[config.mk]
export PLATFORM = sky130hd
export DESIGN_NAME = tfs_qmul
export DESIGN_NICKNAME = d
export VERILOG_FILES = /design/src/rtl/tfs_pkg.sv /design/src/rtl/tfs_qmul.sv
export SDC_FILE = /design/constraint.sdc
export NUM_CORES = 2
export LEC_CHECK = 0
export BUFFER_PORTS_ARGS = -buffer_cell sky130_fd_sc_hd__buf_2
export CORE_MARGIN = 2
export CORE_UTILIZATION = 30
export CTS_BUF_LIST = sky130_fd_sc_hd__clkbuf_16
export DETAILED_ROUTE_END_ITERATION = 8
export GPL_TIMING_DRIVEN = 0
export PLACE_DENSITY_LB_ADDON = 0.12
export SLEW_MARGIN = 10
export SYNTH_ARGS = -nofsm -noshare
export SYNTH_HDL_FRONTEND = slang
export SYNTH_SLANG_ARGS = --single-unit
[constraint.sdc]
create_clock -name clk -period 20.2 [get_ports clk]
set_input_delay 1.01 -clock clk [delete_from_list [all_inputs] [get_ports clk]]
set_output_delay 1.01 -clock clk [all_outputs]
set_load 0.01 [all_outputs]
[src/rtl/tfs_pkg.sv]
// ----------------------------------------------------------------------------
// tfs_pkg: shared types and constants for the 2D transform stack
// Request and status codes, sequencer states and Q16.16 saturating helpers.
// ----------------------------------------------------------------------------
`default_nettype none

package tfs_pkg;

	// Q16.16 constants
	localparam logic signed [31:0] Q_ONE = 32'sh0001_0000;
	localparam logic signed [31:0] Q_MAX = 32'sh7FFF_FFFF;
	localparam logic signed [31:0] Q_MIN = 32'sh8000_0000;

	// request codes
	localparam logic [2:0] REQ_PUSH  = 3'd0;
	localparam logic [2:0] REQ_POP   = 3'd1;
	localparam logic [2:0] REQ_TADD  = 3'd2;
	localparam logic [2:0] REQ_SCALE = 3'd3;
	localparam logic [2:0] REQ_ANGLE = 3'd4;

	// status codes
	localparam logic [1:0] STAT_OK        = 2'd0;
	localparam logic [1:0] STAT_POP_BASE  = 2'd1;
	localparam logic [1:0] STAT_PUSH_FULL = 2'd2;
	localparam logic [1:0] STAT_SAT       = 2'd3;

	// sequencer states
	typedef enum logic [2:0] {
		ST_IDLE,
		ST_UPDATE,
		ST_TADD,
		ST_PREP,
		ST_WALK,
		ST_DRAIN,
		ST_FIN
	} state_t;

	// four multiplier slots per level
	typedef enum logic [1:0] {
		PH_SX,
		PH_SY,
		PH_TX,
		PH_TY
	} phase_t;

	// saturated value with overflow flag
	typedef struct packed {
		logic signed [31:0] val;
		logic               sat;
	} qsat_t;

	// store write request: y in the upper half, x in the lower half
	typedef struct packed {
		logic        en;
		logic [63:0] data;
	} st_wr_t;

	// floor(p / 2^16), saturated to 32 bits
	function automatic qsat_t q_floor_sat(input logic signed [63:0] p);
		logic signed [47:0] q;
		qsat_t r;
		q = p[63:16];
		r.sat = !((&q[47:31]) || !(|q[47:31]));
		if (r.sat) begin
			r.val = q[47] ? Q_MIN : Q_MAX;
		end else begin
			r.val = q[31:0];
		end
		return r;
	endfunction

	// a + b, saturated to 32 bits
	function automatic qsat_t q_add_sat(input logic signed [31:0] a, input logic signed [31:0] b);
		logic signed [32:0] s;
		qsat_t r;
		s = {a[31], a} + {b[31], b};
		r.sat = (s[32] != s[31]);
		if (r.sat) begin
			r.val = s[32] ? Q_MIN : Q_MAX;
		end else begin
			r.val = s[31:0];
		end
		return r;
	endfunction

endpackage

`default_nettype wire

[src/rtl/tfs_qmul.sv]
// ----------------------------------------------------------------------------
// tfs_qmul: shared Q16.16 multiplier
// 32x32 signed product registered, then floor shift and saturation.
// ----------------------------------------------------------------------------
`default_nettype none

module tfs_qmul (
	input  wire logic                clk,
	input  wire logic signed [31:0]  a,
	input  wire logic signed [31:0]  b,
	output tfs_pkg::qsat_t           res
);

	logic signed [63:0] prod_s1;

	// product register
	always_ff @(posedge clk) begin
		prod_s1 <= a * b;
	end

	// floor to Q16.16 and clamp
	assign res = tfs_pkg::q_floor_sat(prod_s1);

endmodule

`default_nettype wire

### After elaboration in Yosys (flattened, before gate mapping)

Index checks and enable logic that the tools add are counted.
Widths: inputs -> output; s select.

| word-level totals | value |
|---|---|
| bits of input ports | 65 |
| bits in registers | 64 |
| output and inout port bits | 33 |
| word-level logic and storage cells | 9 |

| cells by class | value |
|---|---|
| reductions and logical operators | 5 |
| multipliers | 1 |
| muxes and demuxes | 2 |

Operators with widths:

| kind | number |
|---|---|
| $mul 32x32->64 | 1 |
| $mux 32 | 2 |
| $reduce_and 17->1 | 1 |
| $reduce_or 17->1 | 1 |
| $logic_not 1->1 | 2 |
| $logic_or 1x1->1 | 1 |

### Logic depth before layout (Yosys ltp)

| logic depth | value |
|---|---|
| word-level depth | 4 |
| gate-level depth with buffers | 28 |
| gate-level depth less buffers | 26 |

### Least setup slack after synthesis

OpenSTA, ideal clock, no wires.

| timing | value |
|---|---|
| path type | input to register |
| start point | in b[2] |
| end point | reg prod_s1[57] |
| setup slack | 11.817 ns |
| buffers on the path | 1 |
| arrival time | 8.311 ns |
| stages on the path | 24 |
| setup time | 0.072 ns |
| data required time | 20.128 ns |
| cell sequence | clkbuf_1 -> nand2_1 -> inv_1 -> fa_1 -> fa_1 -> fa_1 -> fa_1 -> inv_1 -> fa_1 -> inv_1 -> fa_1 -> inv_1 -> fa_1 -> inv_1 -> fa_1 -> ha_1 -> and3_1 -> a31oi_1 -> o221ai_1 -> or4_4 -> o21ai_4 -> and3b_1 -> a21oi_2 -> xnor2_1 |

| on the way | value |
|---|---|
| longest elaborated chain between the ends | 1 |

Ends and longest elaborated chain:

| what | RTL line | text |
|---|---|---|
| start, declared | tfs_qmul.sv:10 | `input wire logic signed [31:0] b,` |
| $mul 32x32->64 | tfs_qmul.sv:18 | `prod_s1 <= a * b;` |
| end signal, assigned | tfs_qmul.sv:18 |  |
| end, declared | tfs_qmul.sv:14 | `logic signed [63:0] prod_s1;` |

Every way passes these cells.

### Worst setup path after layout

| timing | value |
|---|---|
| start point | in b[5] |
| end point | reg prod_s1[57] |

The elaborated chain is that of the path after synthesis.

==> results.py <==
metrics = {
    "synthesis": {
        "syn-num-nets": 5195,
        "yosysUniqueCellTypes": 62,
        "synth.ff_latch_count": 48,
        "synth.most_common_cell": "fa_1",
        "yosys-top-cells-count": "fa_1 (1081), inv_1 (961), nand2_1 (513)",
        "syn_avg_cell_area_sq_um": 9.52,
        "synth_area_leaders": "fa_1 (59%), inv_1 (9.8%), and2_1 (8.7%), ha_1 (6.1%), nand2_1 (5.2%)",
        "yosysWarnings": 0,
        "yosysTopAreaCellShare_pct": 58.7,
        "ys_seq_area_share_pct": 2.61,
        "syn_inst": 3869,
        "async_reset_ff_share_pct": 0,
        "synth_top_area_cell": "fa_1",
        "syn_area_sq_um": 36800,
        "synth_flop_cell": "dfxtp_1",
        "synth_edf_count": 0,
    },
    "cells_and_area": {
        "regMostFlops": "prod_s1",
        "fillCellCount": 13079,
        "nNetsFinal": 5300,
        "largest_registers": "prod_s1: 48 flops",
        "multi_input_area_sq_um": 31500,
        "final_core_util_pct": 32.5,
        "syn2layout_area_growth_pct": 7.45,
        "seq_area_sq_um": 961,
        "largest_register_ffs": 48,
        "drive_gt1_share_pct": 3.32,
    },
    "setup_path": {
        "worstPathMaxFanout": 10,
        "cp_top_family": "adder cells",
        "crit_cells": 27,
        "crit_path_frequent_cell": "fa_1",
        "cp_slowest_stage_delay_ns": 0.93,
        "cp.required_ns": 20.42,
        "cp-end-kind": "flop",
        "path_buf_inv": 9,
        "crit_slowest_cell": "fa_1",
        "critPathKind": "in2reg",
        "worstPathArrival_ns": 10.73,
        "crit_path_start_kind": "input pin",
    },
    "clock_network": {
        "cts_buffer_depth": 2,
        "cts_buffers": 5,
        "h-tree-depth": 2,
        "cts_resized": 0,
        "postCtsHoldBufs": 0,
        "cts_root_buf": "clkbuf_16",
        "cts_sinks": 48,
        "post_cts_buffers": 0,
        "cts_tree": "yes",
        "clk_pin_slew_ns": 0.07,
    },
    "place": {
        "gp_congestion": 0.929,
        "dpl.hpwl_um": 128000,
        "port-buffer-count": 97,
    },
    "sta": {
        "finalSetupViolCount": 0,
        "rsz0062_at_grt": "false",
        "fin_crit_sh_pct": 52.1,
        "slew_headroom_pct": 8.93,
        "finalSetupTns_ns": 0,
        "worstMarginPinSlew_ns": 1.37,
        "hold_slack_ns": 1.61,
        "finalHoldViolations": 0,
        "fmax_mhz": 95.1,
        "fin_crit_ns": 10.52,
        "slew_violations": 0,
    },
    "detailed_routing": {
        "antenna_left": 0,
        "drc": 0,
        "vias_per_cell": 4.71,
        "wire_per_inst_um": 26.6,
        "drtPass1Iterations": 5,
        "vias": 26445,
        "wirelength_um": 149000,
        "drtIter0Drc": 1516,
    },
    "grt": {
        "grt_pass1_vias": 29365,
        "met1_usage_pct": 31.6,
        "grt_use_met2_pct": 41.1,
        "grt_start_max_net_pins": 21,
        "grt.total_usage_pct": 24.4,
        "grt_first_pass_wirelength_um": 215000,
        "grt_use_met3_pct": 3.47,
        "grt_overflow": 0,
        "antenna_found_initial": 38,
        "top_usage_layer": "met2",
    },
    "status": {
        "status": "finished, final reports clean",
    },
    "floorplan": {
        "start_util_pct": 30.2,
        "rows": 128,
        "floorplan.die_area_sq_um": 126000,
        "die_w_um": 354,
        "coreArea_sq_um": 122000,
        "ios": 98,
        "die_h_um": 354,
    },
    "worst_hold_path": {
        "min_path_type": "in2reg",
        "min_path_cells": 8,
    },
    "job": {
        "max_cap_viol_count": 0,
    },
}
[layer usage]
metal,wire (um),vias to the layer above
met5,76,-
met3,8290,189
li1,-,11212
met1,61900,14196
met4,7140,12
met2,71900,836
[through the flow]
step                instance area [sq um]  worst slack [ns]  instances
finish                              39600              9.68       5616
global placement                    39400              9.33       5591
floorplan                           36800             11.82       3869
CTS                                 39500              9.64       5600
global route                        39600              9.23       5602
detailed placement                  39400              9.35       5592
[layout make-up]
class                      instances  share of cell area, %
buffer                           210                   2.01
antenna                           16                  0.101
timing repair buffer              98                   1.25
tap                             1625                   5.14
clock inverter                     3                  0.117
clock buffer                       5                  0.316
sequential                        48                   2.43
multi-input combinational       2649                   79.5
inverter                         962                   9.12
[path summary, 6_finish.rpt]
| kind | from | endpoint |
|---|---|---|
| worst max-delay path | b[5] | prod_s1[57] |
| worst min-delay path | b[0] | prod_s1[16] |
[worst min-delay path, stage by stage]
cell and delay, ns:
buf_2 0.13, nand4_1 0.11, o21ai_2 0.10, nand3_1 0.11, nand2_1 0.06, nand3_1 0.09
nand2_1 0.09, xor2_1 0.16
[logic make-up after synthesis]
| kind of cell | Yosys count | synth area share (%) |
|---|---|---|
| fa+ha+maj | 1261 | 64.8 |
| xor+xnor | 64 | 1.52 |
| buf+inv | 1172 | 12.0 |
| compound gates | 180 | 3.43 |
| simple gates | 1144 | 15.6 |
| flops | 48 | 2.61 |
[cells in the final DEF, fill, tap and decap left out, types with 6 or more instances in the layout]
cell type     n
a21oi_1      51
xnor2_1      46
and3_1        6
nor3_1        7
a21o_1       54
o21ai_0      15
inv_1       961
diode_2      16
fa_1       1081
xor2_1       18
nand4_1      17
nor2_1       45
nand2b_1     13
o21ai_1      12
buf_2       101
clkbuf_1    203
and2_1      510
ha_1        180
nand2_1     513
o21bai_1      7
nand3_1      12
dfxtp_1      48
Power is left out: the tool's default activity adds up to more than one toggle a clock period on the data nets, which glitch-free logic cannot reach.
