==> src/rtl/tfs_pkg.sv <==
// ----------------------------------------------------------------------------
// tfs_pkg: shared types and constants for the 2D transform stack
// Request and status codes, sequencer states and Q16.16 saturating helpers.
// ----------------------------------------------------------------------------
`default_nettype none

package tfs_pkg;

	// Q16.16 constants
	localparam logic signed [31:0] Q_ONE = 32'sh0001_0000;
	localparam logic signed [31:0] Q_MAX = 32'sh7FFF_FFFF;
	localparam logic signed [31:0] Q_MIN = 32'sh8000_0000;

	// request codes
	localparam logic [2:0] REQ_PUSH  = 3'd0;
	localparam logic [2:0] REQ_POP   = 3'd1;
	localparam logic [2:0] REQ_TADD  = 3'd2;
	localparam logic [2:0] REQ_SCALE = 3'd3;
	localparam logic [2:0] REQ_ANGLE = 3'd4;

	// status codes
	localparam logic [1:0] STAT_OK        = 2'd0;
	localparam logic [1:0] STAT_POP_BASE  = 2'd1;
	localparam logic [1:0] STAT_PUSH_FULL = 2'd2;
	localparam logic [1:0] STAT_SAT       = 2'd3;

	// sequencer states
	typedef enum logic [2:0] {
		ST_IDLE,
		ST_UPDATE,
		ST_TADD,
		ST_PREP,
		ST_WALK,
		ST_DRAIN,
		ST_FIN
	} state_t;

	// four multiplier slots per level
	typedef enum logic [1:0] {
		PH_SX,
		PH_SY,
		PH_TX,
		PH_TY
	} phase_t;

	// saturated value with overflow flag
	typedef struct packed {
		logic signed [31:0] val;
		logic               sat;
	} qsat_t;

	// store write request: y in the upper half, x in the lower half
	typedef struct packed {
		logic        en;
		logic [63:0] data;
	} st_wr_t;

	// floor(p / 2^16), saturated to 32 bits
	function automatic qsat_t q_floor_sat(input logic signed [63:0] p);
		logic signed [47:0] q;
		qsat_t r;
		q = p[63:16];
		r.sat = !((&q[47:31]) || !(|q[47:31]));
		if (r.sat) begin
			r.val = q[47] ? Q_MIN : Q_MAX;
		end else begin
			r.val = q[31:0];
		end
		return r;
	endfunction

	// a + b, saturated to 32 bits
	function automatic qsat_t q_add_sat(input logic signed [31:0] a, input logic signed [31:0] b);
		logic signed [32:0] s;
		qsat_t r;
		s = {a[31], a} + {b[31], b};
		r.sat = (s[32] != s[31]);
		if (r.sat) begin
			r.val = s[32] ? Q_MIN : Q_MAX;
		end else begin
			r.val = s[31:0];
		end
		return r;
	endfunction

endpackage

`default_nettype wire

==> src/rtl/tfs_store.sv <==
// ----------------------------------------------------------------------------
// tfs_store: per-level (x,y) store
// One write port, one registered read port. The base entry has no
// reset value; a flag tells the user that the base has not been written yet.
// ----------------------------------------------------------------------------
`default_nettype none

module tfs_store #(
	parameter  int DEPTH = 16,
	localparam int AW    = $clog2(DEPTH)
) (
	input  wire logic            clk,
	input  wire logic            arst_n,
	input  wire tfs_pkg::st_wr_t wr,
	input  wire logic [AW-1:0]   wr_addr,
	input  wire logic [AW-1:0]   rd_addr,
	output logic      [63:0]     rd_data,
	output logic                 rd_base_fresh
);

	logic [63:0] mem [DEPTH];
	logic        base_written_q;
	logic        rd_base_q;

	// write port
	always_ff @(posedge clk) begin
		if (wr.en) begin
			mem[wr_addr] <= wr.data;
		end
	end

	// registered read port
	always_ff @(posedge clk) begin
		rd_data <= mem[rd_addr];
	end

	// base entry tracking
	always_ff @(posedge clk or negedge arst_n) begin
		if (!arst_n) begin
			base_written_q <= 1'b0;
			rd_base_q      <= 1'b0;
		end else begin
			rd_base_q <= (rd_addr == '0);
			if (wr.en && (wr_addr == '0)) begin
				base_written_q <= 1'b1;
			end
		end
	end

	assign rd_base_fresh = rd_base_q && !base_written_q;

endmodule

`default_nettype wire

==> config.mk <==
export PLATFORM = sky130hd
export DESIGN_NAME = tfs_store
export DESIGN_NICKNAME = d
export VERILOG_FILES = /design/src/rtl/tfs_pkg.sv /design/src/rtl/tfs_store.sv
export SDC_FILE = /design/constraint.sdc
export NUM_CORES = 1
export LEC_CHECK = 0
export ABC_AREA = 0
export BUFFER_PORTS_ARGS = -buffer_cell sky130_fd_sc_hd__buf_2
export CAP_MARGIN = 40
export CORE_AREA = 2 2 369 371
export CTS_BUF_LIST = sky130_fd_sc_hd__clkbuf_2 sky130_fd_sc_hd__clkbuf_4 sky130_fd_sc_hd__clkbuf_8
export CTS_CLUSTER_DIAMETER = 30
export DETAILED_ROUTE_END_ITERATION = 8
export DIE_AREA = 0 0 371 373
export PLACE_DENSITY = 0.43
export SLEW_MARGIN = 25
export SYNTH_ARGS = -nofsm -noshare
export SYNTH_HDL_FRONTEND = slang
export SYNTH_SLANG_ARGS = --single-unit
==> constraint.sdc <==
create_clock -name clk -period 1.3 [get_ports clk]
set_input_delay 0.325 -clock clk [delete_from_list [all_inputs] [get_ports clk]]
set_output_delay 0.325 -clock clk [all_outputs]
set_load 0.03 [all_outputs]
**Word level (Yosys, flattened, before mapping)**

Memories as Yosys holds them, arrays and structs flattened. A register that Yosys moved wholly into a read port is not among the register bits.
Index checks and enable logic that the tools add are counted.

- Input bits: 75
- Memory bits (writable): 1,024
- Logic and storage cells: 10
- Bits in registers: 2
- Memories kept: 1

Memory list:

| memory | words | bits a word | read ports | clocked after Yosys merged registers in | wr ports | line | RTL |
|---|---|---|---|---|---|---|---|
| mem | 16 | 64 | 1 | 1 | 1 | tfs_store.sv:21 | `logic [63:0] mem [DEPTH];` |

- Muxes and demuxes: 2
- Reduce and logical (&&, ||, !) cells: 5

Operator list:

| kind | number |
|---|---|
| 4-bit logical NOT | 2 |
| 1-bit logical AND | 2 |
| 1-bit two-way mux | 2 |
| 1-bit logical NOT | 1 |

**Longest topological paths before layout**

Gate-level depths: netlist of run 1.

- Word-level depth: 2
- Depth in mapped cells: 7
- Gate-level depth less buffers: 4

**Least setup slack after synthesis of run 1**

OpenSTA, ideal clock, no wires.

- Path kind: input -> register
- Start point: input port wr_addr[2]
- End point: register base_written_q
- Path buffers: 0
- Stages: 3
- Arrival: 5.723 ns
- Setup time: 0.092 ns
- Data required time: 1.208 ns
- Path slack: -4.515 ns
- Cells stage by stage: or3b_2 > nor3_1 > or2_2

- Cells in the longest elaborated chain, start to end: 2

RTL lines:

| what | line | RTL |
|---|---|---|
| start, declared | tfs_store.sv:15 | `input wire logic [AW-1:0] wr_addr,` |
| 4-bit logical NOT | tfs_store.sv:44 | `if (wr.en && (wr_addr == '0)) begin` |
| 1-bit logical AND | tfs_store.sv:44 |  |
| end signal, assigned | tfs_store.sv:40 | `base_written_q <= 1'b0;` |
| end signal, assigned | tfs_store.sv:45 | `base_written_q <= 1'b1;` |
| end, declared | tfs_store.sv:22 | `logic base_written_q;` |

No other way between the ends.
A chain may end at the register's enable or synchronous reset.

**Final worst setup path of run 1**

- Start point: register base_written_q
- End point: output port rd_base_fresh

- Cells in the longest elaborated chain, start to end: 2

RTL lines:

| what | line | RTL |
|---|---|---|
| 1-bit logical NOT | tfs_store.sv:50 | `assign rd_base_fresh = rd_base_q && !base_written_q;` |
| 1-bit logical AND | tfs_store.sv:50 |  |
| end, declared | tfs_store.sv:18 | `output logic rd_base_fresh` |

No other way between the ends.

==> results of run 1 <==
==> registers in the layout (all words and copies together) (netlist names) <==
signal,flops
mem,1024
rd_data,64
base_written_q,1
rd_base_q,1
==> worst max-delay path by stage <==
stage / start / endpoint / slack (ps) / cells after the start
final: base_written_q$_DFFE_PN0P_ / rd_base_fresh / -570 / 2
after global routing: base_written_q$_DFFE_PN0P_ / rd_base_fresh / -700 / 2
after CTS: base_written_q$_DFFE_PN0P_ / rd_base_fresh / -700 / 2
after detailed placement: rd_addr[0] / rd_data[20]$_DFF_P_ / -670 / 6
after global placement: rd_addr[0] / rd_data[20]$_DFF_P_ / -720 / 6
after floorplan: wr_addr[2] / mem[0][0]$_DFFE_PP_ / -1500 / 2
==> power by group through the flow <==
stage	Combinational [mW]	Sequential (mW)	Clock, mW
after floorplan	2.13	40.7	0
after global placement	5.04	40.4	0
after detailed placement	5.08	40.4	0
after CTS	5.58	39.8	42.5
after global routing	5.97	39.8	44.1
final	5.57	39.8	41.4
==> cells by family (layout without fill, tap and decap cells) <==
kind of cell / count (synthesis) / count (layout) / share of synthesized area
DFF: 1090 / 1090 / 0.800
muxes: 320 / 320 / 0.140
AOI/OAI and AO/OA: 256 / 256 / 0.0419
buffers and inverters: 100 / 966 / 0.0146
and+or+nand+nor: 29 / 29 / 0.00368
other: 0 / 1 / 0
==> Yosys cell counts, drive strengths merged <==
cell type	count	area [um^2]
nand2b	2	12.5
nor2b	3	18.8
dfrtp	2	50.1
a221oi	64	561
and2	1	6.26
o21ai	64	320
mux2i	128	1280
dfxtp	64	1280
or3b	1	8.76
clkbuf	47	176
nor2	12	45.0
a21oi	64	320
nor3	4	20.0
or2	1	6.26
nand3b	2	15.0
clkinv	1	3.75
edfxtp	1024	30700
buf	52	407
nor4	1	6.26
a22oi	64	480
nand3	1	5.00
nand2	1	3.75
mux4	192	4320
==> placed cells by master (no fill, tap or decap), types with 3 or more instances in the layout <==
master	count
sky130_fd_sc_hd__edfxtp_1	1024
sky130_fd_sc_hd__clkbuf_8	253
sky130_fd_sc_hd__mux4_2	192
sky130_fd_sc_hd__buf_4	172
sky130_fd_sc_hd__buf_12	135
sky130_fd_sc_hd__mux2i_1	127
sky130_fd_sc_hd__dlygate4sd3_1	73
sky130_fd_sc_hd__buf_2	71
sky130_fd_sc_hd__buf_6	65
sky130_fd_sc_hd__a221oi_1	59
sky130_fd_sc_hd__o21ai_1	58
sky130_fd_sc_hd__a21oi_1	56
sky130_fd_sc_hd__clkbuf_4	46
sky130_fd_sc_hd__dfxtp_2	42
sky130_fd_sc_hd__clkinv_2	38
sky130_fd_sc_hd__a22oi_2	35
sky130_fd_sc_hd__a22oi_1	29
sky130_fd_sc_hd__bufinv_16	29
sky130_fd_sc_hd__clkinvlp_4	27
sky130_fd_sc_hd__clkinv_1	26
sky130_fd_sc_hd__dfxtp_4	22
sky130_fd_sc_hd__nor2_4	12
sky130_fd_sc_hd__a21oi_2	8
sky130_fd_sc_hd__clkinv_4	8
sky130_fd_sc_hd__inv_6	7
sky130_fd_sc_hd__o21ai_2	6
sky130_fd_sc_hd__a221oi_2	5
sky130_fd_sc_hd__nor3_4	4
sky130_fd_sc_hd__clkinv_8	3
sky130_fd_sc_hd__buf_8	3
sky130_fd_sc_hd__buf_16	3
==> tightest hold or removal path, cell delays in order <==
cell and delay (ps):
sky130_fd_sc_hd__buf_2 90, sky130_fd_sc_hd__or3b_4 190, sky130_fd_sc_hd__nor3_4 70, sky130_fd_sc_hd__buf_12 140
==> metrics by stage <==
stage	total power, mW	instances	TNS, ps	worst slack, ps	utilization
floorplan	42.8	1795	-1115090	-1500	-
global placement	45.4	3930	-483720	-721	0.347
detailed placement	45.5	3930	-487740	-667	0.347
CTS	87.8	4437	-34220	-702	0.397
global route	89.9	4443	-32960	-700	0.399
finish	86.7	4443	-28510	-572	0.399
==> area by class of cell <==
cell class                 instances  area [um^2]
multi-input combinational        605         7880
inverter                           1         5.00
fill                           12000        80900
antenna                            1         2.50
sequential                      1090        32200
timing repair buffer             524         5990
clock buffer                     299         3830
clock inverter                   142         1610
tap                             1781         2230
==> timing repair <==
| item | 4_1_cts | 5_1_grt |
|---|---|---|
| endpoints found under the hold margin | 1057 | 0 |
| setup buffers | 0 | 3 |
| endpoints found under the setup margin | 80 | 119 |
| hold buffers | 73 | 0 |
| pin swaps | 7 | 6 |
| gates resized for setup | 230 | 45 |
| gates cloned | 0 | 2 |
==> routing by layer <==
| layer | GRT usage | part of all wire |
|---|---|---|
| met5 | 0 | 0.00064 |
| met4 | 0.0470 | 0.021 |
| met3 | 0.0356 | 0.043 |
| met2 | 0.259 | 0.50 |
| met1 | 0.202 | 0.43 |
==> flow_results.org, run 1 <==
** Setup path
- The kind of cell with the highest combined delay along the critical path is flip-flops.
- Data on the critical path arrives at its endpoint at 1550 ps.
- Counting both buffers and inverters, the worst setup path holds a total of 1.
- At the worst endpoint, the required time is 980 ps.
- Endpoint type of the worst setup path :: output pin
- The worst setup path is of the reg2out kind.
- Largest incremental delay on the critical path :: 380 ps
- The slowest stage of the critical path is the sky130_fd_sc_hd__dfrtp_1 cell.
- Traced cell by cell, the critical path runs through nor2b_1 > buf_4.
- Source of the worst register-to-register timing path :: mem[11][51]$_DFFE_PP_
- In this run the worst path has a maximum fanout of 2.
- In this run the critical register-to-register path is captured at rd_data[51]$_DFF_P_.
- Startpoint Class :: flop
- The setup check on the worst reg-to-reg path leaves a slack of 20 ps.
- The worst register-to-register path has a depth of 3.

** Place
- The congestion estimate from routability-driven global placement came to 0.732.
- Count of port buffers added during placement :: 139
- The placed instances occupy a cell area of 0.0467 mm^2.
- Detailed placement ended at an HPWL of 67.8 mm.

** Floorplanning
- Pin placement for this block handled 140 I/O pins.
- The die is 371 um wide.
- For this configuration, the core starts out at a cell density of 0.298.
- Area inside the core boundary :: 0.135 mm^2
- Die footprint :: 0.138 mm^2
- Row generation in the floorplan step produced 135 rows.
- Floorplan die height :: 373 um

** Timing
- Slew at the pin with the worst max-slew slack :: 564 ps
- After layout, the worst setup slack is -572 ps.
- Worst Skew :: 51.9 ps
- Headroom to the max-slew limit came out at 0.624.
- Hold WS :: 101 ps
- Setup violations remaining at the end of the flow were counted as 174.
- In the finished design, the share of the clock period the worst path needs comes to 1.44.
- The worst path in the final design needs a cycle of 1870 ps, including I/O delays and setup.
- The final hold violation count was 0.
- Setup repair after global routing could not meet its margin everywhere.
- Number of slew-limit violations in the final report :: 0
- Maximum frequency from static timing analysis :: 534 MHz

** Global route
- Entering global routing, the biggest net connects 36 pins.
- The number of antenna violations at the first check in global routing came to 8.
- Wire length of the first global-routing pass :: 155 mm
- Total routing usage reported by global routing :: 0.156
- GRT Residual Overflow :: 0
- The via count of the first global-routing pass came to 22700.

** Clock tree
- The clock passes through at most 3 buffers.
- Number of buffers added by the clock tree synthesis step :: 233
- CTS HTree Levels :: 4
- In this run the clock root is driven by a sky130_fd_sc_hd__clkbuf_8.
- The clock drives 1090 sinks.
- After clock tree synthesis, the clock-pin slew on the worst setup and hold paths is 50 ps.
- At the later pin of the worst-skew pair, clock insertion delay measures 910 ps.
- TritonCTS built the clock tree.

** Power
- Switching power of the nets :: 19.4 mW
- Gate power share :: 0.064
- Pwr dens :: 1610 mW/mm^2
- Share of total power in sequential cells :: 0.459
- The internal power of the cells totals 67.3 mW.
- Of the total power, the clock network draws 0.477.
- Switching Fraction :: 0.223
- Summed over all cells, the static leakage comes to 18.2 nW.
- Maximum vdd ir drop :: 843 uV

** Route
- Number of DRC violations after detailed routing :: 0
- Using the TritonRoute via totals, the vias-per-cell ratio works out to 4.66.
- In this run the remaining antenna-violating nets after routing total 0.
- First-pass iteration count of the detailed router :: 5
- For this block, the initial DRC count from the detailed router was 1377.
- The routed design has 108 mm of wire.
- Summing over every cut layer, the via total after detailed routing is 20700.
- In the final routed layout, each cell accounts on average for 24.3 um.

** Outcome
- The run finished, with violations left.
- The checks that failed: negative setup slack.

** Min path
- Worst Hold End :: mem[0][47]$_DFFE_PP_
- Startpoint of the lowest-slack hold path :: wr_addr[2]
- The path class of the tightest hold or removal check is in2reg.
- Worst hold path stage count :: 4

** Final layout
- Area growth from synthesis to final layout :: 34.1%
- Final design instance area without fill :: 0.0538 mm^2
- At the end of the flow, the number of nets in the layout was 2530.
- Share of cells above drive strength 1 :: 0.452

** Logic synthesis
- Cell variety after synth :: 26
- Number of register bits inferred by synthesis :: 1090
- Total standard cell area after synthesis :: 0.0401 mm^2
- Gate count of the mapped netlist :: 1795
- Sequential fraction of the synthesis area :: 0.800
- Warning count from the yosys run :: 0
- Number of nets in the synthesized netlist :: 1870
- Average cell area after synthesis :: 22.3 um^2

** Run
- The tool flagged a number of max-cap violations equal to 0.
Power figures use the tool's default switching activity.
==> run 2, diff against run 1 <==
--- a/config.mk
+++ b/config.mk
@@ -6,6 +6,7 @@
 export NUM_CORES = 1
 export LEC_CHECK = 0
 export ABC_AREA = 0
+export ABC_CLOCK_PERIOD_IN_PS = 1300
 export BUFFER_PORTS_ARGS = -buffer_cell sky130_fd_sc_hd__buf_2
 export CAP_MARGIN = 40
 export CORE_AREA = 2 2 369 371
@@ -14,6 +15,7 @@
 export DETAILED_ROUTE_END_ITERATION = 8
 export DIE_AREA = 0 0 371 373
 export PLACE_DENSITY = 0.43
+export RECOVER_POWER = 100
 export SLEW_MARGIN = 25
 export SYNTH_ARGS = -nofsm -noshare
 export SYNTH_HDL_FRONTEND = slang
==> run 2 against run 1 <==
Net effect:
- the run still ends with negative setup slack left
- clock skew fell by 1.4 ps
- non-clock buffer count did not move
- cell count did not move
- largest cell class unchanged
- flip-flop and latch count is the same
- critical endpoint unchanged
- wire length about the same
==> flow_results.org, run 2 (synthesis gave the netlist of run 1 again) <==
** Outcome
- Status: finished with violations (unchanged).
- Failing checks: negative setup slack (unchanged).

** Final layout
- The number of flip-flops in the largest register came to 1024 (unchanged).
- Area growth from synthesis to final layout :: 32.8% (was 34.1%)
- The final design area excluding fillers was 0.0533 mm^2 (was 0.0538 mm^2).
- Share of cells above drive strength 1 :: 0.419 (was 0.452)
- Highest-count cells in the layout ignoring fill and taps: sky130_fd_sc_hd__edfxtp_1 (1024), sky130_fd_sc_hd__clkbuf_8 (254), sky130_fd_sc_hd__mux4_2 (192) (was sky130_fd_sc_hd__edfxtp_1 (1024), sky130_fd_sc_hd__clkbuf_8 (253), sky130_fd_sc_hd__mux4_2 (192)).
- Net total in the final layout :: 2530 (unchanged)
- Reg with most FFs :: mem (unchanged)
- Largest registers :: mem x1024, rd_data x64 (unchanged)
- Most frequent standard cell in the layout excluding fill and tap cells :: sky130_fd_sc_hd__edfxtp_1 (unchanged)

** Min path
- Worst hold path stage count :: 5 (was 4)
- The class of the worst hold path was in2reg (unchanged).

** Global route
- The via count of the first global-routing pass came to 22700 (unchanged).
- Total routing usage reported by global routing :: 0.156 (unchanged)
- The final global-route overflow total came to 0 (unchanged).
- Wire length of the first global-routing pass :: 155 mm (unchanged)
- The largest net degree at the start of global routing came to 36 (unchanged).
- The number of antenna violations at the first check in global routing was 8 (unchanged).

** Clock tree
- Root Buffer :: sky130_fd_sc_hd__clkbuf_8 (unchanged)
- The CTS buffer count came to 233 (unchanged).
- The maximum root-to-sink buffer count was 3 (unchanged).
- CTS tree :: done (unchanged)
- The clock latency reported for the late side of the worst-skew pair was 910 ps (about the same).
- CTS HTree Levels :: 4 (unchanged)
- Clock slew at reported path FFs :: 60 ps (was 50 ps)
- Sink count of the clock tree :: 1090 (unchanged)

** Timing
- Final setup slack of the worst path :: -574 ps (was -572 ps)
- The total negative setup slack came to -159590 ps (was -28510 ps).
- Hold WS :: 152 ps (was 101 ps)
- The setup violation total in the final timing report came to 959 (was 174).
- Relative max-transition margin :: 0.476 (was 0.624)
- RSZ-0062 raised after global routing :: true (unchanged)
- The minimum clock period came to 1870 ps (about the same).
- Number of slew-limit violations in the final report :: 0 (unchanged)
- The final hold violation count is 0 (unchanged).
- Slew at the pin with the worst max-slew slack :: 785 ps (was 564 ps)
- Worst Skew :: 50.6 ps (was 51.9 ps)
- The maximum frequency from static timing analysis was 534 MHz (about the same).
- Final critical-path share of the clock period :: 1.44 (about the same)

** Setup path
- Critical Setup Path Class :: reg2out (unchanged)
- Endpoint type of the worst setup path :: output pin (unchanged)
- Data arrival time of the critical path :: 1550 ps (about the same)
- The maximum fanout count along the critical path was 2 (unchanged).
- The length in cells of the worst reg-to-reg path came to 3 (unchanged).
- The nature of the critical path startpoint was a flop (unchanged).
- Data required time at the worst endpoint :: 980 ps (about the same)

** Floorplanning
- The height of the die is 373 um (unchanged).
- Row count :: 135 (unchanged)
- The area of the die is 0.138 mm^2 (unchanged).
- Boundary pin count :: 140 (unchanged)
- The die span in x was 371 um (unchanged).
- The starting utilization of the core area is 0.298 (unchanged).
- Area inside the core boundary :: 0.135 mm^2 (unchanged)

** Place
- Pre-CTS setup slack :: -667 ps (unchanged)
- The estimated wirelength of the detail-placed design came to 67.8 mm (unchanged).
- Count of port buffers added during placement :: 139 (unchanged)
- Placed Area :: 0.0467 mm^2 (unchanged)
- The final weighted congestion in routability-driven placement came to 0.732 (unchanged).

** Route
- The number of detailed-routing iterations run before antenna repair was 5 (unchanged).
- Number of DRC violations after detailed routing :: 0 (unchanged)
- The vias per cell came to 4.66 (about the same).
- Number of vias after detailed routing :: 20700 (about the same)
- Detailed Route Iter0 Violations :: 1473 (was 1377)
- Total length of routed wires :: 108 mm (about the same)
- Mean routed wirelength per cell :: 24.2 um (was 24.3 um)
- The post-detailed-route count of antenna-violating nets came to 0 (unchanged).

** Power
- The power per cell area was 1630 mW/mm^2 (was 1610 mW/mm^2).
- Share of total power in sequential cells :: 0.459 (about the same)
- The leakage power summed over all cells came to 17.9 nW (was 18.2 nW).
- The switching power of the nets came to 19.3 mW (was 19.4 mW).
- The internal power consumption is 67.2 mW (was 67.3 mW).
- Maximum vdd ir drop :: 842 uV (was 843 uV)
- Gate power share :: 0.063 (was 0.064)
- The fraction of power consumed by the clock network came to 0.478 (was 0.477).
- Switching Fraction :: 0.223 (about the same)
- The post-layout total power was 86.6 mW (was 86.7 mW).

** Run
- The number of max-capacitance violations reported came to 0 (unchanged).
-- run 2: layout make-up --
cell class | instances | area [um^2]
fill | 12100 | 81400
sequential | 1090 | 32200
multi-input combinational | 605 | 7740
timing repair buffer | 524 | 5640
clock buffer | 299 | 3830
tap | 1781 | 2230
clock inverter | 142 | 1610
inverter | 1 | 5.00
antenna | 1 | 2.50
-- run 2: power groups by stage --
| stage | logic (mW) | registers [mW] | clock network [mW] |
|---|---|---|---|
| floorplan | 2.13 | 40.7 | 0 |
| global placement | 5.04 | 40.4 | 0 |
| detailed placement | 5.08 | 40.4 | 0 |
| CTS | 5.58 | 39.8 | 42.5 |
| global route | 5.85 | 39.8 | 44.1 |
| finish | 5.45 | 39.8 | 41.4 |
-- run 2: final timing paths --
| check | start | to | slack (ps) |
|---|---|---|---|
| worst max-delay path | base_written_q$_DFFE_PN0P_ | rd_base_fresh | -570 |
| worst min register to register | base_written_q$_DFFE_PN0P_ | base_written_q$_DFFE_PN0P_ | 490 |
| min in group asynchronous | arst_n | rd_base_q$_DFF_PN0_ | 260 |
| worst max register to register | mem[11][51]$_DFFE_PP_ | rd_data[51]$_DFF_P_ | 20 |
| worst min-delay path | rd_addr[1] | rd_data[18]$_DFF_P_ | 150 |
| max in group asynchronous | arst_n | base_written_q$_DFFE_PN0P_ | 920 |
-- run 2: layer usage --
metal / routed length (um) / global-route usage
met1: 46700 / 0.202
met2: 54000 / 0.259
met4: 2220 / 0.0470
met3: 4760 / 0.0356
met5: 69 / 0
-- run 2: critical path, cell delays in order (launching register included) --
cell and delay, ps:
sky130_fd_sc_hd__dfrtp_1 380, sky130_fd_sc_hd__nor2b_1 110, sky130_fd_sc_hd__buf_4 170
-- run 2: timing repair --
action	4_1_cts	5_1_grt
buffers inserted	0	3
gates resized for setup	230	45
setup endpoints to repair	80	119
gates cloned	0	2
hold buffers	73	0
pin swaps	7	6
hold endpoints to repair	1057	0
-- run 2: stage by stage --
| step | cells | utilization |
|---|---|---|
| 3_5_place_dp | 3930 | 0.347 |
| 6_report | 4443 | 0.396 |
| 5_1_grt | 4443 | 0.396 |
| 2_1_floorplan | 1795 | - |
| 4_1_cts | 4437 | 0.397 |
| 3_3_place_gp | 3930 | 0.347 |
